$ cat src/design/calm_pkg.sv
// ----------------------------------------------------------------------------
// calm_pkg: shared types and constants of the chunk audio level meter
// Field widths, register indexes, threshold reset values and level codes.
// ----------------------------------------------------------------------------
package calm_pkg;

	// field and datapath widths
	localparam int SAMPLE_W  = 16;
	localparam int MAG_W     = 16;
	localparam int SQ_W      = 2 * MAG_W;
	localparam int SUM_W     = 40;
	localparam int ROOT_W    = SUM_W / 2;
	localparam int SREM_W    = ROOT_W + 2;
	localparam int TRI_W     = ROOT_W + 2;      // 3 * root
	localparam int MIX_W     = TRI_W + 1;       // 3 * root + peak
	localparam int BLEND_W   = MIX_W - 2;
	localparam int THR_W     = 16;
	localparam int LEVEL_W   = 3;
	localparam int REG_IDX_W = 2;
	localparam int STEP_W    = 6;

	typedef logic [THR_W-1:0]     thr_t;
	typedef logic [LEVEL_W-1:0]   level_t;
	typedef logic [REG_IDX_W-1:0] reg_idx_t;

	// register indexes
	localparam reg_idx_t REG_THR_ONE   = 2'd0;
	localparam reg_idx_t REG_THR_TWO   = 2'd1;
	localparam reg_idx_t REG_THR_THREE = 2'd2;
	localparam reg_idx_t REG_THR_FOUR  = 2'd3;

	// threshold reset values
	localparam thr_t THR_ONE_RST   = 16'd300;
	localparam thr_t THR_TWO_RST   = 16'd900;
	localparam thr_t THR_THREE_RST = 16'd2200;
	localparam thr_t THR_FOUR_RST  = 16'd5000;

	// level codes
	localparam level_t LEVEL_ZERO  = 3'd0;
	localparam level_t LEVEL_ONE   = 3'd1;
	localparam level_t LEVEL_TWO   = 3'd2;
	localparam level_t LEVEL_THREE = 3'd3;
	localparam level_t LEVEL_FOUR  = 3'd4;

endpackage

$ cat src/design/calm_if.sv
// ----------------------------------------------------------------------------
// calm_if: valid/ready channels of the chunk audio level meter
// One interface carries sample words, the other carries level words.
// ----------------------------------------------------------------------------
interface calm_sample_if;
	logic                                valid;
	logic                                ready;
	logic signed [calm_pkg::SAMPLE_W-1:0] sample;
	logic                                last_sample;

	modport source (output valid, output sample, output last_sample, input ready);
	modport sink   (input valid, input sample, input last_sample, output ready);
endinterface

interface calm_level_if;
	logic             valid;
	logic             ready;
	calm_pkg::level_t level;

	modport source (output valid, output level, input ready);
	modport sink   (input valid, input level, output ready);
endinterface

$ cat src/design/chunk_audio_level_meter_core.sv
// ----------------------------------------------------------------------------
// chunk_audio_level_meter_core: RMS/peak loudness class of one audio chunk
// Accumulates peak and energy of even-position samples, then runs a serial
// divider and a serial square root to classify the chunk against thresholds.
// ----------------------------------------------------------------------------
// Throughput: one sample word per cycle inside a chunk.
// After the last sample is taken, the level word comes from the 40-step
//   restoring divider (one quotient bit per cycle) and the 20-step square
//   root (one root bit per cycle), then a blend and a classify state; input stalls meanwhile.
// Reset: asynchronous, clears accumulators and handshakes, loads thresholds
//   with 300, 900, 2200 and 5000.
module chunk_audio_level_meter_core #(
	parameter int MAX_CHUNK_SAMPLES = 1024
) (
	input  logic               clk,
	input  logic               arst_n,
	calm_sample_if.sink        samples,
	calm_level_if.source       levels,
	input  logic               wr_en,
	input  calm_pkg::reg_idx_t wr_index,
	input  calm_pkg::thr_t     wr_data
);
	import calm_pkg::*;

	localparam int USED_LIMIT = (MAX_CHUNK_SAMPLES + 1) / 2;
	localparam int CNT_W      = $clog2(USED_LIMIT + 1);

	localparam logic [2:0] ST_IDLE  = 3'd0;
	localparam logic [2:0] ST_DIV   = 3'd1;
	localparam logic [2:0] ST_SQRT  = 3'd2;
	localparam logic [2:0] ST_BLEND = 3'd3;
	localparam logic [2:0] ST_LEVEL = 3'd4;

	// thresholds
	thr_t thr_one_q, thr_two_q, thr_three_q, thr_four_q;

	// stage 1: magnitude and square
	logic              valid_s1, last_s1;
	logic [MAG_W-1:0]  mag_s1;
	logic [SQ_W-1:0]   sq_s1;

	// chunk accumulators
	logic              odd_q;
	logic [MAG_W-1:0]  peak_q;
	logic [SUM_W-1:0]  sum_q;
	logic [CNT_W-1:0]  count_q;

	// sequencer and serial datapath
	logic [2:0]        state_q;
	logic [STEP_W-1:0] step_q;
	logic [SUM_W-1:0]  work_q;      // dividend, then quotient, then radicand
	logic [CNT_W-1:0]  rem_q;
	logic [CNT_W-1:0]  divisor_q;
	logic [ROOT_W-1:0] root_q;
	logic [SREM_W-1:0] srem_q;
	logic [MAG_W-1:0]  peak_hold_q;
	logic [BLEND_W-1:0] blend_q;

	// output register
	logic              out_valid_q;
	level_t            out_level_q;

	// combinational helpers
	logic              accept;
	logic [MAG_W-1:0]  mag;
	logic              use_smp;
	logic [MAG_W-1:0]  peak_next;
	logic [SUM_W-1:0]  sum_next;
	logic [CNT_W-1:0]  count_next;
	logic [CNT_W:0]    div_trial;
	logic              div_ge;
	logic [CNT_W:0]    div_diff;
	logic [SREM_W+1:0] sq_trial;
	logic [SREM_W+1:0] sq_sub;
	logic              sq_ge;
	logic [SREM_W+1:0] sq_diff;
	logic [MIX_W-1:0]  mix;
	level_t            level_next;
	logic              out_free;

	// input handshake: stall while a chunk end is pending or being worked
	assign samples.ready = (state_q == ST_IDLE) && !(valid_s1 && last_s1);
	assign accept        = samples.valid && samples.ready;

	// magnitude; negating -32768 in 16 bits yields 32768
	assign mag = samples.sample[SAMPLE_W-1]
		? MAG_W'(~unsigned'(samples.sample) + MAG_W'(1))
		: MAG_W'(unsigned'(samples.sample));

	// accumulate step for the word in stage 1
	assign use_smp    = !odd_q && (count_q < CNT_W'(USED_LIMIT));
	assign peak_next  = (use_smp && mag_s1 > peak_q) ? mag_s1 : peak_q;
	assign sum_next   = use_smp ? sum_q + SUM_W'(sq_s1) : sum_q;
	assign count_next = use_smp ? count_q + CNT_W'(1) : count_q;

	// restoring divide step
	assign div_trial = {rem_q, work_q[SUM_W-1]};
	assign div_ge    = div_trial >= {1'b0, divisor_q};
	assign div_diff  = div_trial - {1'b0, divisor_q};

	// square root step: two radicand bits per result bit
	assign sq_trial = {srem_q, work_q[SUM_W-1 -: 2]};
	assign sq_sub   = {2'b00, root_q, 2'b01};
	assign sq_ge    = sq_trial >= sq_sub;
	assign sq_diff  = sq_trial - sq_sub;

	// 3 * rms + peak
	assign mix = MIX_W'({root_q, 1'b0}) + MIX_W'(root_q) + MIX_W'(peak_hold_q);

	// first threshold the blend lies below decides
	always_comb begin
		if (blend_q < BLEND_W'(thr_one_q))
			level_next = LEVEL_ZERO;
		else if (blend_q < BLEND_W'(thr_two_q))
			level_next = LEVEL_ONE;
		else if (blend_q < BLEND_W'(thr_three_q))
			level_next = LEVEL_TWO;
		else if (blend_q < BLEND_W'(thr_four_q))
			level_next = LEVEL_THREE;
		else
			level_next = LEVEL_FOUR;
	end

	assign out_free     = !out_valid_q || levels.ready;
	assign levels.valid = out_valid_q;
	assign levels.level = out_level_q;

	// threshold registers
	always_ff @(posedge clk or negedge arst_n) begin
		if (!arst_n) begin
			thr_one_q   <= THR_ONE_RST;
			thr_two_q   <= THR_TWO_RST;
			thr_three_q <= THR_THREE_RST;
			thr_four_q  <= THR_FOUR_RST;
		end else if (wr_en) begin
			case (wr_index)
				REG_THR_ONE:   thr_one_q   <= wr_data;
				REG_THR_TWO:   thr_two_q   <= wr_data;
				REG_THR_THREE: thr_three_q <= wr_data;
				REG_THR_FOUR:  thr_four_q  <= wr_data;
				default: ;
			endcase
		end
	end

	// stage 1 control
	always_ff @(posedge clk or negedge arst_n) begin
		if (!arst_n) begin
			valid_s1 <= 1'b0;
			last_s1  <= 1'b0;
		end else begin
			valid_s1 <= accept;
			if (accept)
				last_s1 <= samples.last_sample;
		end
	end

	// stage 1 payload: one 16x16 multiply
	always_ff @(posedge clk) begin
		if (accept) begin
			mag_s1 <= mag;
			sq_s1  <= mag * mag;
		end
	end

	// accumulators and sequencer
	always_ff @(posedge clk or negedge arst_n) begin
		if (!arst_n) begin
			odd_q       <= 1'b0;
			peak_q      <= '0;
			sum_q       <= '0;
			count_q     <= '0;
			state_q     <= ST_IDLE;
			step_q      <= '0;
			out_valid_q <= 1'b0;
		end else begin
			// level word: load when classified, drop once taken
			if (state_q == ST_LEVEL && out_free)
				out_valid_q <= 1'b1;
			else if (levels.ready)
				out_valid_q <= 1'b0;

			// accumulate; a chunk end hands the totals to the divider
			if (valid_s1) begin
				if (last_s1) begin
					odd_q   <= 1'b0;
					peak_q  <= '0;
					sum_q   <= '0;
					count_q <= '0;
					state_q <= ST_DIV;
					step_q  <= STEP_W'(SUM_W - 1);
				end else begin
					odd_q   <= !odd_q;
					peak_q  <= peak_next;
					sum_q   <= sum_next;
					count_q <= count_next;
				end
			end

			case (state_q)
				ST_IDLE: ;
				ST_DIV: begin
					step_q <= step_q - STEP_W'(1);
					if (step_q == '0) begin
						state_q <= ST_SQRT;
						step_q  <= STEP_W'(ROOT_W - 1);
					end
				end
				ST_SQRT: begin
					step_q <= step_q - STEP_W'(1);
					if (step_q == '0)
						state_q <= ST_BLEND;
				end
				ST_BLEND: state_q <= ST_LEVEL;
				ST_LEVEL: begin
					if (out_free)
						state_q <= ST_IDLE;
				end
				default: state_q <= ST_IDLE;
			endcase
		end
	end

	// serial divide / root datapath
	always_ff @(posedge clk) begin
		if (valid_s1 && last_s1) begin
			work_q      <= sum_next;
			divisor_q   <= count_next;
			rem_q       <= '0;
			peak_hold_q <= peak_next;
			root_q      <= '0;
			srem_q      <= '0;
		end else begin
			case (state_q)
				ST_DIV: begin
					rem_q  <= div_ge ? div_diff[CNT_W-1:0] : div_trial[CNT_W-1:0];
					work_q <= {work_q[SUM_W-2:0], div_ge};
				end
				ST_SQRT: begin
					srem_q <= sq_ge ? sq_diff[SREM_W-1:0] : sq_trial[SREM_W-1:0];
					root_q <= {root_q[ROOT_W-2:0], sq_ge};
					work_q <= {work_q[SUM_W-3:0], 2'b00};
				end
				ST_BLEND: blend_q <= mix[MIX_W-1:2];
				ST_LEVEL: begin
					if (out_free)
						out_level_q <= level_next;
				end
				default: ;
			endcase
		end
	end

	// checks
	a_count_bound: assert property (@(posedge clk) disable iff (!arst_n)
		count_q <= CNT_W'(USED_LIMIT))
		else $error("used count beyond limit");

	a_end_starts_div: assert property (@(posedge clk) disable iff (!arst_n)
		(valid_s1 && last_s1) |=> (state_q == ST_DIV && step_q == STEP_W'(SUM_W - 1)))
		else $error("chunk end did not start the divider");

	a_level_range: assert property (@(posedge clk) disable iff (!arst_n)
		out_valid_q |-> (out_level_q <= LEVEL_FOUR))
		else $error("level word out of range");

endmodule

$ cat src/flat_wrapper.sv
// flat-port wrapper written by rule: the top's interface ports become plain ports
module chunk_audio_level_meter_core_flat import calm_pkg::*;
#(
	parameter int MAX_CHUNK_SAMPLES = 1024
)
  (clk, arst_n, wr_en, wr_index, wr_data, samples_valid, samples_sample, samples_last_sample, samples_ready, levels_valid, levels_level, levels_ready);
  calm_sample_if samples_i ();
  calm_level_if levels_i ();
  input  logic clk;
  input  logic arst_n;
  input  logic wr_en;
  input  calm_pkg::reg_idx_t wr_index;
  input  calm_pkg::thr_t wr_data;
  input wire logic [$bits(samples_i.valid)-1:0] samples_valid;
  input wire logic [$bits(samples_i.sample)-1:0] samples_sample;
  input wire logic [$bits(samples_i.last_sample)-1:0] samples_last_sample;
  output wire logic [$bits(samples_i.ready)-1:0] samples_ready;
  output wire logic [$bits(levels_i.valid)-1:0] levels_valid;
  output wire logic [$bits(levels_i.level)-1:0] levels_level;
  input wire logic [$bits(levels_i.ready)-1:0] levels_ready;
  assign samples_i.valid = samples_valid;
  assign samples_i.sample = samples_sample;
  assign samples_i.last_sample = samples_last_sample;
  assign samples_ready = samples_i.ready;
  assign levels_valid = levels_i.valid;
  assign levels_level = levels_i.level;
  assign levels_i.ready = levels_ready;
  chunk_audio_level_meter_core #(.MAX_CHUNK_SAMPLES(MAX_CHUNK_SAMPLES)) u_core (.clk(clk), .arst_n(arst_n), .samples(samples_i), .levels(levels_i), .wr_en(wr_en), .wr_index(wr_index), .wr_data(wr_data));
endmodule
$ cat config.mk
export PLATFORM = sky130hd
export DESIGN_NAME = chunk_audio_level_meter_core_flat
export DESIGN_NICKNAME = d
export VERILOG_FILES = /design/src/design/calm_pkg.sv /design/src/design/calm_if.sv /design/src/design/chunk_audio_level_meter_core.sv /design/src/flat_wrapper.sv
export SDC_FILE = /design/constraint.sdc
export NUM_CORES = 1
export LEC_CHECK = 0
export BUFFER_PORTS_ARGS = -buffer_cell sky130_fd_sc_hd__buf_2
export CAP_MARGIN = 20
export CORE_MARGIN = 2
export CORE_UTILIZATION = 47
export DETAILED_ROUTE_END_ITERATION = 12
export GPL_TIMING_DRIVEN = 1
export MAX_ROUTING_LAYER = met4
export PLACE_DENSITY = 0.62
export SKIP_CTS_REPAIR_TIMING = 1
export SYNTH_ARGS = -nofsm -noshare
export SYNTH_HDL_FRONTEND = slang
export SYNTH_SLANG_ARGS = --single-unit
$ cat constraint.sdc
create_clock -name clk -period 4.55 [get_ports clk]
set_input_delay 0.2275 -clock clk [delete_from_list [all_inputs] [get_ports clk]]
set_output_delay 0.2275 -clock clk [all_outputs]
set_load 0.005 [all_outputs]
==> run_results.csv, run 1 <==
group,metric,value,unit
setup_path,cpMaxStageDelayCell,"fa_1",
synthesis,ys_types,88,
setup_path,reg2reg_from,"u_core.root_q[0]$_SDFFE_PP0P_",
setup_path,rr_endpoint,"u_core.blend_q[19]$_DFFE_PP_",
cells_and_area,multiInputGateArea,0.0175,sq mm
setup_path,arrival,6.90,ns
outcome,failed_checks,"negative setup slack",
min_path,min_from,"samples_sample[0]",
synthesis,synth-edff-count,136,
global_routing,antenna_found_initial,0,
sta,period_needed,6.59,ns
global_routing,grt_max_degree,84,
setup_path,end_kind,"flop",
place,dp_hpwl,50500,microns
run,drv_cap,0,
floorplanning,start_util,47.4,%
floorplanning,io_pins,45,
cells_and_area,final_nets,3643,
detailed_routing,num_vias,21600,
floorplanning,num_rows,88,
synthesis,synthCells,2880,
cells_and_area,drive_gt1_share,20.0,%
cells_and_area,num_antenna_cells,0,
floorplanning,dieWidth,245,microns
synthesis,synthFlopType,"edfxtp_1",
cells_and_area,area_delta_synth_final,19.6,%
synthesis,async_reset_ff_share,43.2,%
setup_path,crit_required,4.86,ns
setup_path,reg2regPathDepth,19,
synthesis,yosys_register_bits,331,
place,place_congestion,0.893,
sta,grt_setup_unrepaired,"yes",
clock_network,htree_levels,2,
sta,setup_ws,-2.04,ns
cells_and_area,post-route-util,56.7,%
synthesis,synth_area,0.0272,sq mm
synthesis,ys_seq_area_share,32.0,%
cells_and_area,stdcell_count,3954,
setup_path,cp-start-kind,"input pin",
clock_network,cts_buffer_depth,3,
setup_path,slowest_delay,0.53,ns
min_path,min_to,"u_core.sq_s1[0]$_DFFE_PP_",
floorplanning,core,0.0575,sq mm
clock_network,clk_pin_slew,0.06,ns
place,place_inst,3833,
setup_path,path_class,"input pin to flop",
min_path,hold_path_depth,2,
sta,max_slew_margin,28.2,%
global_routing,grt_pass1_wl,110000,microns
cells_and_area,fillers,5122,
synthesis,synth_area_per_cell,9.46,sq um
cells_and_area,final_cell_mix,"360 x inv_1, 257 x nand2_1, 257 x ha_1, 245 x buf_4, 174 x a21oi_1",
detailed_routing,drc,0,
clock_network,clkLatencyLatePin,0.56,ns
floorplanning,die_h,245,microns
sta,finalHoldViolCount,0,
global_routing,grt_overflow_total,0,
cells_and_area,layout.cells.most_common,"inv_1",
sta,tightest_slew,1.07,ns
setup_path,crit_fanout,4,
detailed_routing,drt-pass1-iter-count,5,
detailed_routing,viasPerCell,5.46,
setup_path,worst-r2r-setup-slack,0.30,ns
clock_network,cts_made_buffers,38,
floorplanning,die-area,0.0599,sq mm
detailed_routing,drtIter0Drc,1119,
sta,slew_viol_final,0,
sta,fmax,152,MHz
place,portBuffers,44,
min_path,min_path_type,"input pin to flop",
clock_network,root_buffer,"clkbuf_16",
outcome,status,"finished with violations",
clock_network,clock-sinks,331,
setup_path,cpMostUsedCell,"fa_1",
cells_and_area,ff_latch_area,0.00872,sq mm
sta,period_share,145,%
sta,setup_viol,24,
detailed_routing,wire_per_inst,16.8,microns
global_routing,grtUsageTotal,23.1,%
detailed_routing,ant_nets,0,
synthesis,ys_warn_count,0,
clock_network,cts_tree,"yes",
global_routing,grt_pass1_vias,22300,
detailed_routing,wirelength,66400,microns
sta,skew,0.0263,ns
## metal layers
metal  global-route usage (%)  wire length, microns  vias up
met3                     2.29                  1970      102
li1                         -                     -    10500
met4                     6.55                  1810        0
met2                     41.8                 34300      365
met1                     27.1                 28400    10600
met5                        -                     0        -
## layout make-up
type                       count  area share [%]
clock buffer                  51            3.20
clock inverter                19           0.826
inverter                     405            4.76
multi-input combinational   2059            53.8
sequential                   331            26.8
tap                          765            2.94
timing repair buffer         324            7.66
## cells by family (layout without fill, tap and decap cells)
group	count (synthesis)	in the layout	synth area share, %
xor+xnor	140	140	4.50
buf+inv	499	799	6.92
other cells	2	11	0.0276
mux	78	78	3.10
fa+ha+maj	444	444	25.0
simple gates	711	711	11.9
flops	331	331	32.0
compound gates	675	675	16.5
## synthesized netlist by cell type (22+ instances only)
cell type | count | area [sq um]
a21o_1 | 77 | 578
dfrtp_1 | 126 | 3150
nand3_1 | 42 | 210
nor2_1 | 179 | 672
xnor2_1 | 100 | 876
fa_1 | 167 | 3340
dfxtp_1 | 52 | 1040
nor3_1 | 40 | 200
inv_1 | 396 | 1490
ha_1 | 277 | 3470
a31oi_1 | 23 | 144
nand2b_1 | 26 | 163
mux2i_1 | 27 | 270
and3_1 | 31 | 194
xor2_1 | 40 | 350
nand4_1 | 23 | 144
edfxtp_1 | 136 | 4080
o2bb2ai_1 | 22 | 193
nand2_1 | 282 | 1060
o21ai_0 | 128 | 641
a211oi_1 | 48 | 360
o21a_1 | 30 | 225
a21oi_1 | 184 | 921
mux2_2 | 51 | 574
clkbuf_1 | 84 | 315
## per-stage QoR
step / TNS, ns / setup WS [ns] / hold slack [ns] / area, sq um
after global routing: -38.51 / -2.32 / 0.0370 / 32600
after floorplan: -38.73 / -2.34 / -0.0681 / 27800
after global placement: -48.60 / -2.63 / 0.312 / 30300
after CTS: -35.63 / -2.13 / -0.291 / 31600
after detailed placement: -50.67 / -2.73 / 0.321 / 30300
final: -33.14 / -2.04 / 0.0517 / 32600
## critical path, delay by kind of cell
kind | cells | cell delay [ns]
xor+xnor | 2 | 0.32
compound gates | 7 | 1.73
simple gates | 5 | 0.68
buf+inv | 10 | 0.71
fa+ha+maj | 7 | 3.22
## sequential cells by signal, indices dropped and copies added (netlist names)
| register | cells |
|---|---|
| u_core.sum_q | 40 |
| u_core.divisor_q | 10 |
| u_core.valid_s1 | 1 |
| u_core.odd_q | 1 |
| u_core.thr_one_q | 16 |
| u_core.peak_q | 16 |
| u_core.rem_q | 10 |
| u_core.sq_s1 | 31 |
| u_core.blend_q | 21 |
| u_core.thr_three_q | 16 |
| u_core.count_q | 10 |
| u_core.root_q | 20 |
| u_core.thr_four_q | 16 |
| u_core.thr_two_q | 16 |
| u_core.work_q | 40 |
| u_core.peak_hold_q | 16 |
| u_core.last_s1 | 1 |
| u_core.mag_s1 | 15 |
| u_core.step_q | 6 |
| u_core.levels.valid | 1 |
| u_core.state_q | 3 |
| u_core.levels.level | 3 |
| u_core.srem_q | 22 |
## how the worst max path moves through the flow
stage          depth (start not counted)  slack, ns                          to              start
6_report                              31      -2.04  u_core.sq_s1[31]$_DFFE_PP_  samples_sample[5]
3_3_place_gp                          30      -2.63  u_core.sq_s1[31]$_DFFE_PP_  samples_sample[2]
2_1_floorplan                         28      -2.34  u_core.sq_s1[31]$_DFFE_PP_  samples_sample[2]
4_1_cts                               32      -2.13  u_core.sq_s1[31]$_DFFE_PP_  samples_sample[2]
5_1_grt                               29      -2.32  u_core.sq_s1[30]$_DFFE_PP_  samples_sample[5]
3_5_place_dp                          32      -2.73  u_core.sq_s1[31]$_DFFE_PP_  samples_sample[2]
Power of run 1 is left out: the tool's default activity adds up to more than one toggle a clock period on the data nets, which glitch-free logic cannot reach.
==> run 2, diff against run 1 <==
--- a/config.mk
+++ b/config.mk
@@ -9,2 +9,3 @@
 export CAP_MARGIN = 20
+export CORE_ASPECT_RATIO = 2
 export CORE_MARGIN = 2
==> constraint.sdc (replaced) <==
create_clock -name clk -period 4.55 [get_ports clk]
set_input_delay 0.455 -clock clk [delete_from_list [all_inputs] [get_ports clk]]
set_output_delay 0.455 -clock clk [all_outputs]
set_load 0.005 [all_outputs]
==> run 2 against run 1 <==
The flow still finishes with violations (negative setup slack). Register-to-register slack lost 0.05 ns. Utilization shrank 0.068 points. Design area shrank 0.51%. First-iteration DRC count shrank 18%. Sequential share of layout area grew 0.14 points. Die area grew 0.19%. Non-clock buffer count shrank 8. Sequential cell count is the same. Final cell count shrank 0.78%. Count of clock-buffer cells in the layout shrank 11. Wire length grew 13%. Worst hold slack gained 0.075 ns.
==> run_results.csv, run 2 (same netlist as run 1, synthesis figures left out) <==
group,metric,value,unit
global_routing,antenna_found_initial,0,
cells_and_area,final_nets,3627,
clock_network,cts_tree,"yes",
min_path,hold_path_depth,3,
detailed_routing,viasPerCell,5.58,
min_path,min_to,"u_core.thr_one_q[1]$_DFFE_PN0P_",
cells_and_area,drive_gt1_share,21.2,%
cells_and_area,fillers,5039,
floorplanning,dieWidth,174,microns
clock_network,cts_made_buffers,30,
global_routing,grt_pass1_vias,23900,
floorplanning,start_util,47.6,%
run,drv_cap,0,
floorplanning,core,0.0572,sq mm
place,portBuffers,44,
cells_and_area,ff_latch_area,0.00872,sq mm
clock_network,clk_pin_slew,0.07,ns
min_path,min_path_type,"input pin to flop",
sta,fmax,145,MHz
detailed_routing,wire_per_inst,19.1,microns
clock_network,clkLatencyLatePin,0.59,ns
cells_and_area,area_delta_synth_final,19.0,%
cells_and_area,final_cell_mix,"352 x inv_1, 254 x ha_1, 249 x nand2_1, 246 x buf_4, 171 x a21oi_1",
min_path,min_from,"wr_data[1]",
setup_path,end_kind,"flop",
place,place_congestion,0.930,
setup_path,rr_endpoint,"u_core.blend_q[19]$_DFFE_PP_",
sta,period_needed,6.88,ns
clock_network,clock-sinks,331,
setup_path,crit_fanout,4,
sta,tns,-38.40,ns
floorplanning,die_h,344,microns
outcome,status,"finished with violations",
clock_network,cts_buffer_depth,3,
clock_network,root_buffer,"clkbuf_16",
sta,setup_viol,25,
floorplanning,num_rows,124,
setup_path,reg2reg_from,"u_core.root_q[0]$_SDFFE_PP0P_",
detailed_routing,num_vias,21900,
detailed_routing,drc,0,
sta,skew,0.0220,ns
detailed_routing,wirelength,74900,microns
clock_network,htree_levels,1,
global_routing,grt_overflow_total,0,
setup_path,worst-r2r-setup-slack,0.25,ns
detailed_routing,drtIter0Drc,919,
floorplanning,die-area,0.0600,sq mm
sta,max_slew_margin,24.7,%
global_routing,grt_pass1_wl,119000,microns
setup_path,path_class,"input pin to flop",
sta,period_share,151,%
setup_path,cpMaxStageDelayCell,"fa_1",
cells_and_area,multiInputGateArea,0.0177,sq mm
sta,setup_ws,-2.33,ns
global_routing,grt_max_degree,106,
sta,slew_viol_final,0,
setup_path,crit_required,4.89,ns
outcome,failed_checks,"negative setup slack",
sta,tightest_slew,1.13,ns
cells_and_area,top_regs,"u_core.sum_q x40, u_core.work_q x40, u_core.sq_s1 x31",
setup_path,reg2regPathDepth,20,
sta,grt_setup_unrepaired,"yes",
setup_path,crit_family,"adder cells",
floorplanning,io_pins,45,
detailed_routing,ant_nets,0,
sta,finalHoldViolCount,0,
setup_path,path_buf_inv,11,
setup_path,cp-start-kind,"input pin",
global_routing,grtUsageTotal,25.9,%
detailed_routing,drt-pass1-iter-count,5,
cells_and_area,layout.cells.most_common,"inv_1",
setup_path,slowest_delay,0.54,ns
cells_and_area,num_antenna_cells,0,
setup_path,arrival,7.22,ns
place,dp_hpwl,59100,microns
==> run 2: cell count changes in the layout (fill, tap and decap cells not counted), moves of 3 or more <==
cell / previous run / this run
inv_2: 34 / 41
nand2_1: 257 / 249
fa_1: 159 / 156
clkbuf_16: 39 / 33
a21oi_1: 174 / 171
clkbuf_1: 10 / 6
buf_6: 16 / 23
and2_4: 1 / 4
dlygate4sd3_1: 18 / 1
and2_1: 17 / 14
fa_2: 8 / 11
ha_1: 257 / 254
inv_1: 360 / 352
nand2_2: 16 / 25
==> run 2: stage by stage <==
step           cell area, sq um  util, %  hold slack, ns  cells  setup WS (ns)
2_1_floorplan             27800        -           0.159   2889          -2.57
3_3_place_gp              30300     53.0           0.453   3827          -3.10
3_5_place_dp              30300     53.0           0.454   3827          -3.23
4_1_cts                   31400     54.8          -0.115   3883          -2.61
5_1_grt                   32400     56.6           0.130   3923          -2.60
6_report                  32400     56.6           0.127   3923          -2.33
==> run 2: final cells by class <==
type	instances	share of cell area, %
clock buffers	40	2.66
clock inverters	16	0.664
inverters	405	4.83
multi-input cells	2059	54.5
flip-flops and latches	331	26.9
well taps	756	2.92
repair buffers	316	7.47
==> run 2: how the worst max path moves through the flow <==
stage	from	endpoint	slack (ns)	cells after the start
finish	samples_sample[5]	u_core.sq_s1[31]$_DFFE_PP_	-2.33	32
global route	samples_sample[5]	u_core.sq_s1[30]$_DFFE_PP_	-2.60	30
CTS	samples_sample[2]	u_core.sq_s1[30]$_DFFE_PP_	-2.61	30
detailed placement	samples_sample[2]	u_core.sq_s1[30]$_DFFE_PP_	-3.23	30
global placement	samples_sample[2]	u_core.sq_s1[30]$_DFFE_PP_	-3.10	30
floorplan	samples_sample[2]	u_core.sq_s1[31]$_DFFE_PP_	-2.57	28
==> run 2: routing by layer <==
| metal | routed length (microns) | up-vias | global-route usage, % | part of all wire, % |
|---|---|---|---|---|
| met5 | 0 | - | - | 0 |
| met4 | 5840 | 0 | 17.0 | 7.8 |
| met3 | 1600 | 241 | 1.64 | 2.1 |
| met2 | 44300 | 417 | 53.3 | 59 |
| met1 | 23200 | 10800 | 21.5 | 31 |
| li1 | - | 10500 | - | - |
==> run 2: worst min-delay path: stages <==
cell and delay, ns:
buf_2 0.10, nand2_1 0.05, o21ai_0 0.06
Power of run 2 is left out for the same reason.
==> run 3, diff against run 2 <==
clock period = 6.7 ns   (was 4.55 ns; I/O delays follow)
==> run 3 against run 2 <==
The run still ends with negative setup slack left. Final cell count down 1.2%. Critical path depth down 1. Die area unchanged. Design area down 2.2%. Sequential share of layout area up 0.60 points. Non-clock buffer count down 49. Setup slack better by 1.9 ns. Highest routed layer unchanged.
==> run_results.csv, run 3 (same netlist as run 1, synthesis figures left out) <==
group,metric,value,unit
cells_and_area,final_cell_mix,"371 x inv_1, 264 x ha_1, 260 x nand2_1, 208 x buf_4, 177 x a21oi_1",
sta,finalHoldViolCount,0,
global_routing,grtUsageTotal,25.6,%
place,dpl_worst_slack,-1.34,ns
setup_path,crit_fanout,5,
place,dp_hpwl,58000,microns
cells_and_area,num_antenna_cells,0,
detailed_routing,ant_nets,0,
detailed_routing,viasPerCell,5.57,
floorplanning,num_rows,124,
global_routing,grt_pass1_wl,117000,microns
sta,fmax,141,MHz
detailed_routing,wirelength,74100,microns
setup_path,cpMaxStageDelayCell,"fa_1",
sta,max_slew_margin,26.3,%
sta,period_needed,7.10,ns
clock_network,root_buffer,"clkbuf_16",
floorplanning,dieWidth,174,microns
outcome,failed_checks,"negative setup slack",
detailed_routing,wire_per_inst,19.1,microns
floorplanning,core,0.0572,sq mm
detailed_routing,num_vias,21600,
clock_network,clk_pin_slew,0.07,ns
place,placed_area,0.0300,sq mm
setup_path,arrival,7.43,ns
cells_and_area,stdcell_count,3875,
detailed_routing,drtIter0Drc,991,
sta,setup_ws,-0.402,ns
floorplanning,start_util,47.6,%
place,place_inst,3800,
global_routing,antenna_found_initial,0,
floorplanning,io_pins,45,
cells_and_area,final_nets,3579,
floorplanning,die_h,344,microns
detailed_routing,drt-pass1-iter-count,5,
place,portBuffers,44,
clock_network,cts_buffer_depth,3,
sta,tightest_slew,1.10,ns
clock_network,cts_made_buffers,31,
cells_and_area,top_regs,"u_core.sum_q x40, u_core.work_q x40, u_core.sq_s1 x31",
cells_and_area,area_delta_synth_final,16.4,%
sta,skew,0.0176,ns
global_routing,grt_max_degree,88,
cells_and_area,fin_area,0.0317,sq mm
floorplanning,die-area,0.0600,sq mm
cells_and_area,layout.cells.most_common,"inv_1",
setup_path,end_kind,"flop",
sta,setup_viol,9,
run,drv_cap,0,
global_routing,grt_pass1_vias,23300,
clock_network,htree_levels,1,
clock_network,clock-sinks,331,
setup_path,crit_required,7.03,ns
setup_path,slowest_delay,0.54,ns
place,place_congestion,0.961,
setup_path,cp-start-kind,"input pin",
sta,period_share,106,%
clock_network,cts_tree,"yes",
clock_network,clkLatencyLatePin,0.58,ns
outcome,status,"finished with violations",
sta,grt_setup_unrepaired,"yes",
cells_and_area,drive_gt1_share,17.9,%
detailed_routing,drc,0,
sta,slew_viol_final,0,
cells_and_area,post-route-util,55.4,%
setup_path,path_class,"input pin to flop",
min_path,min_path_type,"input pin to asynchronous set/reset pin",
global_routing,grt_overflow_total,0,
==> run 3: cell types whose count changed in the layout (fill, tap and decap cells not counted), moves of 6 or more <==
cell,change
buf_4,-38
inv_1,+19
inv_2,-17
nand2_1,+11
buf_6,-10
ha_1,+10
ha_4,-7
nand2_4,-7
a21oi_1,+6
==> run 3: worst paths after layout <==
| kind | end | cells after the start | slack, ns | start |
|---|---|---|---|---|
| worst max-delay path | u_core.sq_s1[31]$_DFFE_PP_ | 31 | -0.40 | samples_sample[5] |
| worst min-delay path | u_core.thr_one_q[9]$_DFFE_PN0P_ | 1 | 0.17 | arst_n |
| worst max register to register | u_core.blend_q[19]$_DFFE_PP_ | 18 | 1.96 | u_core.root_q[0]$_SDFFE_PP0P_ |
| worst min register to register | u_core.rem_q[9]$_SDFFE_PP0P_ | 2 | 0.46 | u_core.rem_q[9]$_SDFFE_PP0P_ |
| max in group asynchronous | u_core.sum_q[11]$_DFFE_PN0P_ | 2 | 5.11 | arst_n |
| min in group clk | u_core.thr_one_q[2]$_DFFE_PN1P_ | 3 | 0.34 | wr_data[2] |
==> run 3: layout make-up <==
type | instances | area, sq um
fill | 5116 | 25600
multi-input combinational | 2059 | 17300
sequential | 331 | 8720
timing repair buffer | 267 | 2000
inverter | 405 | 1550
tap | 756 | 946
clock buffer | 37 | 818
clock inverter | 20 | 340
==> run 3: per-layer routing <==
metal | share of wire, % | global-route usage (%) | vias to the layer above
met5 | 0 | - | -
met4 | 6.7 | 15.1 | 0
met3 | 2.2 | 1.55 | 215
met2 | 59 | 53.2 | 401
met1 | 32 | 21.7 | 10600
li1 | - | - | 10400
==> run 3: worst max-delay path: cells and delay by family <==
| kind | cells | cell delay (ns) |
|---|---|---|
| buffers and inverters | 10 | 0.68 |
| AOI/OAI and AO/OA | 7 | 1.68 |
| adders and majority gates | 7 | 3.32 |
| and+or+nand+nor | 5 | 0.75 |
| xor gates and xnor gates | 2 | 0.32 |
==> run 3: metrics by stage <==
stage | TNS (ns) | hold WS, ns
after floorplan | -3.55 | 0.374
after global placement | -12.74 | 0.454
after detailed placement | -14.50 | 0.452
after CTS | -4.21 | 0.194
after global routing | -4.08 | 0.213
final | -1.74 | 0.171
Power of run 3 is left out for the same reason.
